### src/rtl/core/mpb_pkg.sv
// ----------------------------------------------------------------------------
// MRU page buffer package
// Sizes, transaction types and field conversion helpers.
// ----------------------------------------------------------------------------
package mpb_pkg;

  localparam int FRAMES    = 16;
  localparam int PAGE_BITS = 16;
  localparam int FRAME_W   = $clog2(FRAMES);

  typedef logic [FRAME_W-1:0]   frame_idx_t;
  typedef logic [PAGE_BITS-1:0] tag_t;

  typedef struct packed {
    logic [15:0] page;
    logic        is_write;
  } in_t;

  typedef struct packed {
    logic        hit;
    logic [3:0]  frame;
    logic        evicted;
    logic [15:0] old_page;
    logic        write_back;
  } out_t;

  function automatic tag_t page_to_tag(input logic [15:0] p);
    tag_t t;
    t = '0;
    for (int i = 0; i < PAGE_BITS; i++) begin
      if (i < 16) t[i] = p[i];
    end
    return t;
  endfunction

  function automatic logic [15:0] tag_to_page(input tag_t t);
    logic [15:0] p;
    p = '0;
    for (int i = 0; i < 16; i++) begin
      if (i < PAGE_BITS) p[i] = t[i];
    end
    return p;
  endfunction

  function automatic logic [3:0] idx_to_frame(input frame_idx_t f);
    logic [3:0] r;
    r = '0;
    for (int i = 0; i < 4; i++) begin
      if (i < FRAME_W) r[i] = f[i];
    end
    return r;
  endfunction

endpackage

### src/rtl/core/mpb_page_ram.sv
// ----------------------------------------------------------------------------
// MRU page buffer tag RAM
// Page number per frame; one write port, one registered read port.
// ----------------------------------------------------------------------------
module mpb_page_ram (
  input  logic                clk,
  input  logic                we,
  input  mpb_pkg::frame_idx_t waddr,
  input  mpb_pkg::tag_t       wdata,
  input  mpb_pkg::frame_idx_t raddr,
  output mpb_pkg::tag_t       rdata
);

  mpb_pkg::tag_t mem [mpb_pkg::FRAMES];

  always_ff @(posedge clk) begin
    if (we) mem[waddr] <= wdata;
  end

  always_ff @(posedge clk) begin
    rdata <= mem[raddr];
  end

endmodule

### src/rtl/core/mru_page_buffer_policy.sv
// ----------------------------------------------------------------------------
// MRU page buffer policy
// Frame lookup, fill and MRU eviction with one shared tag compare.
// ----------------------------------------------------------------------------
//  channel   dir  payload            handshake
//  in        in   mpb_pkg::in_t      in_valid / in_ready
//  out       out  mpb_pkg::out_t     out_valid / out_ready
//
//  One tag compare steps down the frames, a RAM read then a compare per
//  frame, highest frame first. A hit on frame k ends the scan early; a
//  miss scans every frame, and an eviction then reads the victim's old page.
//  in_ready is high only while idle; a pending result stalls the final
//  update step until out_ready. Reset clears valid and dirty marks at once.
// ----------------------------------------------------------------------------
module mru_page_buffer_policy (
  input  logic          clk,
  input  logic          rst,
  input  logic          in_valid,
  output logic          in_ready,
  input  mpb_pkg::in_t  in_data,
  output logic          out_valid,
  input  logic          out_ready,
  output mpb_pkg::out_t out_data
);

  typedef enum logic [2:0] {
    S_IDLE,
    S_RD,
    S_CMP,
    S_RD_OLD,
    S_OLD,
    S_FIN
  } state_t;

  state_t                    state;
  mpb_pkg::tag_t             pg;
  logic                      wr;
  mpb_pkg::frame_idx_t       idx;
  mpb_pkg::frame_idx_t       vic;
  mpb_pkg::frame_idx_t       free_idx;
  mpb_pkg::frame_idx_t       last_used;
  logic                      found_free;
  logic                      match;
  logic                      evict;
  mpb_pkg::tag_t             old_tag;
  logic [mpb_pkg::FRAMES-1:0] valid;
  logic [mpb_pkg::FRAMES-1:0] dirty;

  mpb_pkg::frame_idx_t       raddr;
  mpb_pkg::tag_t             rdata;
  logic                      ram_we;
  logic                      out_free;
  logic                      tag_eq;
  logic                      free_now;
  mpb_pkg::frame_idx_t       free_sel;

  assign in_ready = (state == S_IDLE);
  assign out_free = !out_valid || out_ready;
  assign raddr    = (state == S_RD_OLD) ? vic : idx;
  assign ram_we   = (state == S_FIN) && out_free && !match;
  assign tag_eq   = valid[idx] && (rdata == pg);
  assign free_now = found_free || !valid[idx];
  assign free_sel = found_free ? free_idx : idx;

  mpb_page_ram u_ram (
    .clk   (clk),
    .we    (ram_we),
    .waddr (vic),
    .wdata (pg),
    .raddr (raddr),
    .rdata (rdata)
  );

  always_ff @(posedge clk) begin
    if (rst) begin
      state      <= S_IDLE;
      out_valid  <= 1'b0;
      valid      <= '0;
      dirty      <= '0;
      last_used  <= '0;
      match      <= 1'b0;
      evict      <= 1'b0;
      found_free <= 1'b0;
    end else begin
      if (out_valid && out_ready && (state != S_FIN)) out_valid <= 1'b0;
      case (state)
        S_IDLE: begin
          if (in_valid) begin
            pg         <= mpb_pkg::page_to_tag(in_data.page);
            wr         <= in_data.is_write;
            idx        <= mpb_pkg::FRAME_W'(mpb_pkg::FRAMES - 1);
            match      <= 1'b0;
            evict      <= 1'b0;
            found_free <= 1'b0;
            state      <= S_RD;
          end
        end
        S_RD: begin
          state <= S_CMP;
        end
        S_CMP: begin
          if (tag_eq) begin
            match <= 1'b1;
            vic   <= idx;
            state <= S_FIN;
          end else begin
            if (!valid[idx] && !found_free) begin
              found_free <= 1'b1;
              free_idx   <= idx;
            end
            if (idx == '0) begin
              if (free_now) begin
                vic   <= free_sel;
                state <= S_FIN;
              end else begin
                vic   <= last_used;
                state <= S_RD_OLD;
              end
            end else begin
              idx   <= idx - mpb_pkg::FRAME_W'(1);
              state <= S_RD;
            end
          end
        end
        S_RD_OLD: begin
          state <= S_OLD;
        end
        S_OLD: begin
          old_tag <= rdata;
          evict   <= 1'b1;
          state   <= S_FIN;
        end
        S_FIN: begin
          if (out_free) begin
            out_valid           <= 1'b1;
            out_data.hit        <= match;
            out_data.frame      <= mpb_pkg::idx_to_frame(vic);
            out_data.evicted    <= evict;
            out_data.old_page   <= evict ? mpb_pkg::tag_to_page(old_tag) : 16'd0;
            out_data.write_back <= evict && dirty[vic];
            valid[vic]          <= 1'b1;
            dirty[vic]          <= match ? (dirty[vic] || wr) : wr;
            last_used           <= vic;
            state               <= S_IDLE;
          end
        end
        default: begin
          state <= S_IDLE;
        end
      endcase
    end
  end

endmodule

### config.mk
export PLATFORM = sky130hd
export DESIGN_NAME = mru_page_buffer_policy
export DESIGN_NICKNAME = d
export VERILOG_FILES = /design/src/rtl/core/mpb_pkg.sv /design/src/rtl/core/mpb_page_ram.sv /design/src/rtl/core/mru_page_buffer_policy.sv
export SDC_FILE = /design/constraint.sdc
export NUM_CORES = 1
export LEC_CHECK = 0
export BUFFER_PORTS_ARGS = -buffer_cell sky130_fd_sc_hd__buf_2
export CAP_MARGIN = 15
export CORE_ASPECT_RATIO = 0.9
export CORE_MARGIN = 5
export CORE_UTILIZATION = 56
export CTS_CLUSTER_DIAMETER = 80
export DETAILED_ROUTE_END_ITERATION = 8
export GPL_TIMING_DRIVEN = 1
export PLACE_DENSITY = 0.76
export SYNTH_ARGS = -nofsm -noshare
export SYNTH_HDL_FRONTEND = slang
export SYNTH_SLANG_ARGS = --single-unit
### constraint.sdc
create_clock -name clk -period 2.94 [get_ports clk]
set_clock_uncertainty 0.05 [all_clocks]
set_input_delay 0.441 -clock clk [delete_from_list [all_inputs] [get_ports clk]]
set_output_delay 0.441 -clock clk [all_outputs]
set_load 0.02 [all_outputs]
**Word-level counts from Yosys, hierarchy flattened**

Memory sizes are Yosys's and may differ from the RTL's. A register that Yosys moved wholly into a read port is not among the register bits.
Index checks and enable logic that the tools add are counted.
W data, S select, Z words.

- Register bits: 111
- Bits in latches: 0
- Memory bits (writable): 256
- Memory bits (read-only): 0
- Bits of input ports: 21
- Output and inout port bits: 25
- Memories: 1

Memories:

| name | words | width | read ports | clocked after memory_dff | wr ports | RTL line | text |
|---|---|---|---|---|---|---|---|
| u_ram.mem | 16 | 16 | 1 | 1 | 1 | mpb_page_ram.sv:14 | `mpb_pkg::tag_t mem [mpb_pkg::FRAMES];` |

- Add/sub/neg operators: 1
- Multipliers: 0
- Divide/modulo/power cells: 0
- Order comparisons: 3
- Eq/ne operators: 13
- Shifts and indexed selects: 0
- Mux-type cells: 35
- Bitwise operators: 3
- Reductions and logical operators: 31

Operators with widths:

| operator | number |
|---|---|
| $mux W4 | 8 |
| $pmux W3 S6 | 1 |
| $bwmux W16 | 1 |
| $eq A16 B16 Y1 | 1 |
| $or A16 B16 Y16 | 1 |
| $mux W3 | 5 |
| $mux W1 | 13 |
| $ne A2 B2 Y1 const B | 6 |
| $reduce_and A3 Y1 | 4 |
| $lt A4 B5 Y1 const B | 2 |
| $bmux W1 S4 | 2 |
| $logic_and A1 B1 Y1 | 8 |
| $pmux W4 S2 | 1 |
| $reduce_and A2 Y1 | 4 |
| $reduce_and A4 Y1 | 2 |
| $eq A3 B2 Y1 const B | 2 |
| $eq A3 B3 Y1 const B | 2 |
| $pmux W1 S2 | 3 |
| $reduce_bool A2 Y1 | 3 |
| $reduce_and A5 Y1 | 1 |
| $demux W1 S4 | 1 |
| $ge A4 B1 Y1 const B | 1 |
| $logic_not A1 Y1 | 4 |
| $logic_not A4 Y1 | 1 |
| other kinds (6) | 9 |

**Longest topological paths before layout**

- Word-level depth: 8
- Gate-level depth with buffers: 9
- Gate-level depth less buffers: 7

**Modules after synthesis**

From an unflattened synthesis, not the netlist that was laid out.

- Cell total of the unflattened synthesis: 811
- Area, all modules: 14652.8 um^2

By module, submodules not included:

| module | instances | cells each | area each (um^2) | sequential area each (um^2) |
|---|---|---|---|---|
| mpb_page_ram | 1 | 432 | 10042.1 | 8007.7 |
| mru_page_buffer_policy | 1 | 379 | 4610.7 | 2902.8 |

**Worst setup path after synthesis**

No wires, ideal clock.

- Kind: flip-flop to flip-flop
- Start: register state[2]
- End: memory u_ram.mem[2][0] (netlist name), enable pin
- Setup time: 409 ps
- Arrival: 2706 ps
- Path slack: -225 ps
- Cell stages (with the launch flop): 8
- Path buffers: 3
- Cells stage by stage: dfxtp_1 -> buf_2 -> nor2b_1 -> clkbuf_1 -> nand3_1 -> or3_1 -> clkbuf_1 -> nor3_1

- Word-level cells in the longest chain between the ends: 5

RTL lines:

| item | RTL line | text |
|---|---|---|
| start: declaration | mru_page_buffer_policy.sv:35 | `state_t state;` |
| start signal: assignment | mru_page_buffer_policy.sv:76 | `state <= S_IDLE;` |
| start signal: assignment | mru_page_buffer_policy.sv:95 | `state <= S_RD;` |
| start signal: assignment | mru_page_buffer_policy.sv:99 | `state <= S_CMP;` |
| $eq A3 B3 Y1 | mru_page_buffer_policy.sv:60 | `assign ram_we = (state == S_FIN) && out_free && !match;` |
| $logic_and A1 B1 Y1 (2 in a row) | mru_page_buffer_policy.sv:60 |  |
| $mux W1 | mpb_page_ram.sv:17 | `if (we) mem[waddr] <= wdata;` |
| $mux W1 (implied by the code) | mpb_page_ram.sv:17 |  |
| end: declaration | mpb_page_ram.sv:14 |  |

No other way between the ends.

**Worst setup path in the final report**

- Start: register pg[10]
- End: register vic[1], enable pin

- Word-level cells in the longest chain between the ends: 4

RTL lines:

| item | RTL line | text |
|---|---|---|
| start: declaration | mru_page_buffer_policy.sv:36 | `mpb_pkg::tag_t pg;` |
| start signal: assignment | mru_page_buffer_policy.sv:89 | `pg <= mpb_pkg::page_to_tag(in_data.page);` |
| $eq A16 B16 Y1 | mru_page_buffer_policy.sv:61 | `assign tag_eq = valid[idx] && (rdata == pg);` |
| $logic_and A1 B1 Y1 | mru_page_buffer_policy.sv:61 |  |
| $reduce_bool A2 Y1 (no source line) | - |  |
| $reduce_and A3 Y1 (no source line) | - |  |
| end signal: assignment | mru_page_buffer_policy.sv:104 | `vic <= idx;` |
| end signal: assignment | mru_page_buffer_policy.sv:113 | `vic <= free_sel;` |
| end signal: assignment | mru_page_buffer_policy.sv:116 | `vic <= last_used;` |
| end: declaration | mru_page_buffer_policy.sv:39 | `mpb_pkg::frame_idx_t vic;` |

No other way between the ends.
A chain may end at the register's enable or synchronous reset.

==> impl_results.md <==
- Initial core utilization: 0.563
- Largest family of logic cells by synthesized area: simple AND/OR/NAND/NOR gates
- Tmin final: approximately 2.7 ns
- Tot Pwr: around 11 mW
- TritonRoute pass-1 iters: 5
- HP Class: input port to flop
- Sequential element share of the synthesized area: 0.723
- CP bufs+invs: 0
- H-Tree Depth: 2
- Slew @ Worst Pin: 0.728 ns
- Max VDD drop: 706 uV
- Slowest cell on crit path: edfxtp_1
- Total number of vias: about 9,000
- Clock Path Buffers: 3
- Layout area overhead: 15.8%
- CP max stage delay: approximately 0.63 ns
- CP Data Required Time: 3.11 ns
- RSZ-0062 raised after global routing: false
- Max-cap violations: 0
- Yosys top cell area share: 0.645
- Synth warnings: 0
- Outcome: finished clean
- Rel. slew slack: 0.514
- Gates resized, CTS repair: 0
- Synth Area in Adders: 0.000829
- Syn nets: 1,066
- Top_reg_cell synth: edfxtp_1
- Yosys reg bits: 383
- Highest clock rate: 0.371 GHz
- Critical path class: flop to flop
- Antenna-violating nets left: 0
- Total global routing overflow: 0
- Endpoints failing setup: 0
- Post-synthesis mux area share: 0.0625
- Initial antenna violation count: 0
- Fin crit share: 0.916
- Core box area: approximately 27,000 um^2
- Clock root cell: clkbuf_16
- Clock latency on the worst-skew pair: between 0.5 and 0.6 ns
- Final wirelength: 34.0 mm
- Vias in the first global route: 8,883
- Post-route DRC: 0
- Fraction of layout instances using a drive strength above 1: 0.196
- Row count: 57
- Die Width: ~180 um
- Post-synth EDFFs: ~320
- Ant diodes: 0
- Fillers: around 1,900
- Synth area leader: edfxtp_1
- Wirelength per Cell: 22.3 um
- TritonCTS clock tree: built
- Pwr Density: around 650 nW/um^2
- Crit. End Element: flop
- Pleak: 6.26 nW
- Hold Slack: 0.0445 ns
- Fin. Hold Viols: 0
- First-pass GRT wire length: 51.7 mm
- Die area: 30,300 um^2
- DP HPWL: 20.7 mm
- Startpoint Class: flop
- Via-per-instance ratio: around 6
- Layout Nets: 1,159
- Simple-gate share of the synthesized area: 0.108
- First DRT Iteration DRCs: 1,103
- Final Slew Violations: 0
- XOR/XNOR Fraction of Synth Area: 0.0104
- Syn avg cell area: 14.5 um^2
- Pin count of the biggest net entering global routing: between 40 and 50
- Most frequent cells in the layout: 324 x edfxtp_1, 124 x nand2_1, 69 x nor2_1, 64 x buf_4, 59 x dfxtp_1
- CP top delay family: simple AND/OR/NAND/NOR gates
- Most common cell after layout, fill and taps aside: edfxtp_1
- Synth Instances: 1,044
- Die height: between 150 and 200 um
- Crit path max fanout: 17
- Ys async rst share: 0
- Clk sinks: ~380
- RePlAce Congestion: 0.935
- Critical Path, Cell by Cell: xnor2_1 > nand4_1 > nor4_2 > or2b_4 > nor2b_1 > o21ba_1
- Synth cell types: 54
- GR Util All Layers: 0.221
- Reg clk slew, reported paths: around 0.060 ns
- Compound-cell area share of the yosys netlist: 0.0723
- Post-Syn Area: about 15,000 um^2
- Top area cells in the synthesized netlist: edfxtp_1 64%, dfxtp_1 7.8%, mux2i_1 3.1%, nand2_1 3.1%, a211oi_1 2.4%
- Top-Level Pins: 46
- Port Buffers: 45
- CP Data Arrival Time: 2.87 ns
- TritonCTS buffer count: 38
## routing by layer
metal / vias up / part of all wire / wire, um / GRT usage
li1: 4119 / - / - / -
met3: 68 / 0.098 / 3340 / 0.0473
met4: 0 / 0.023 / 796 / 0.0593
met2: 483 / 0.46 / 15600 / 0.345
met5: - / 0 / 0 / 0
met1: 4430 / 0.42 / 14200 / 0.319
## synth_stat cells, types with 3 or more instances
cell and instances:
buf_2 13, clkbuf_1 36, nand4_1 6, and2_0 36, a21oi_1 21, buf_6 4
buf_4 3, edfxtp_1 324, nor2b_1 5, a31oi_1 33, buf_1 4, dfxtp_1 59
mux2i_1 47, a211oi_1 49, nand2_1 124, nor3_1 31, nor2_1 71, and2_1 28
inv_1 10, mux4_2 6, o211ai_1 3, a221o_1 16, nand3_1 5, mux2_2 24
o32ai_1 16, and3_1 16, nand2b_1 4, xnor2_1 18, mux2_4 3
## power breakdown
part | switching (mW) | leakage [nW] | total (mW) | internal, mW
Sequential | 0.0576 | 3.42 | 5.96 | 5.90
Combinational | 0.153 | 2.20 | 0.253 | 0.100
Clock | 1.99 | 0.640 | 5.13 | 3.14
## final timing paths
kind                          start                      to  slack (ns)  cells after the start
max                pg[10]$_DFFE_PP_        vic[1]$_DFFE_PP_        0.25                      6
min                     in_data[14]        pg[13]$_DFFE_PP_        0.04                      1
min reg2reg  valid[13]$_SDFFE_PP0P_  valid[13]$_SDFFE_PP0P_        0.41                      2
max reg2reg        pg[10]$_DFFE_PP_        vic[1]$_DFFE_PP_        0.25                      6
## sequential cells by signal, indices dropped and copies added, names as in the netlist, 3 cells and up
signal	count
dirty	16
u_ram.mem	256
free_idx	4
vic	4
old_tag	16
last_used	4
u_ram.rdata	16
out_data	23
idx	4
pg	16
valid	16
state	3
## metrics by stage
| stage | std cells | setup slack [ns] | setup TNS, ns | util | cell area [um^2] |
|---|---|---|---|---|---|
| after global routing | 1520 | 0.111 | 0 | 0.652 | 17500 |
| after floorplan | 1044 | -0.191 | -6.12 | - | 15100 |
| final | 1520 | 0.246 | 0 | 0.652 | 17500 |
| after detailed placement | 1450 | 0.148 | 0 | 0.601 | 16100 |
| after CTS | 1519 | 0.127 | 0 | 0.651 | 17500 |
| after global placement | 1450 | 0.239 | 0 | 0.601 | 16100 |
## worst register-to-register path: stages (launching register included)
cell and delay, ns:
edfxtp_1 0.63, xnor2_1 0.34, nand4_1 0.18, nor4_2 0.43, or2b_4 0.37, nor2b_1 0.17
o21ba_1 0.24
## timing repair
action,4_1_cts,5_1_grt
buffers inserted,0,1
hold buffers,0,0
endpoints found under the setup margin,0,4
## final cells by class
class | count | area, um^2 | area share
Clock buffer | 47 | 1040 | 0.0593
Clock inverter | 22 | 310 | 0.0178
Inverter | 10 | 37.5 | 0.00215
Multi-Input combinational cell | 589 | 3910 | 0.224
Sequential cell | 383 | 10900 | 0.624
Tap cell | 354 | 443 | 0.0254
Timing Repair Buffer | 115 | 826 | 0.0473
## kinds of logic after synthesis
group	after synthesis
fa+ha+maj	1
simple gates	340
buf+inv	72
xor+xnor	18
flops	383
mux	81
compound gates	149
Power figures use the tool's default switching activity.
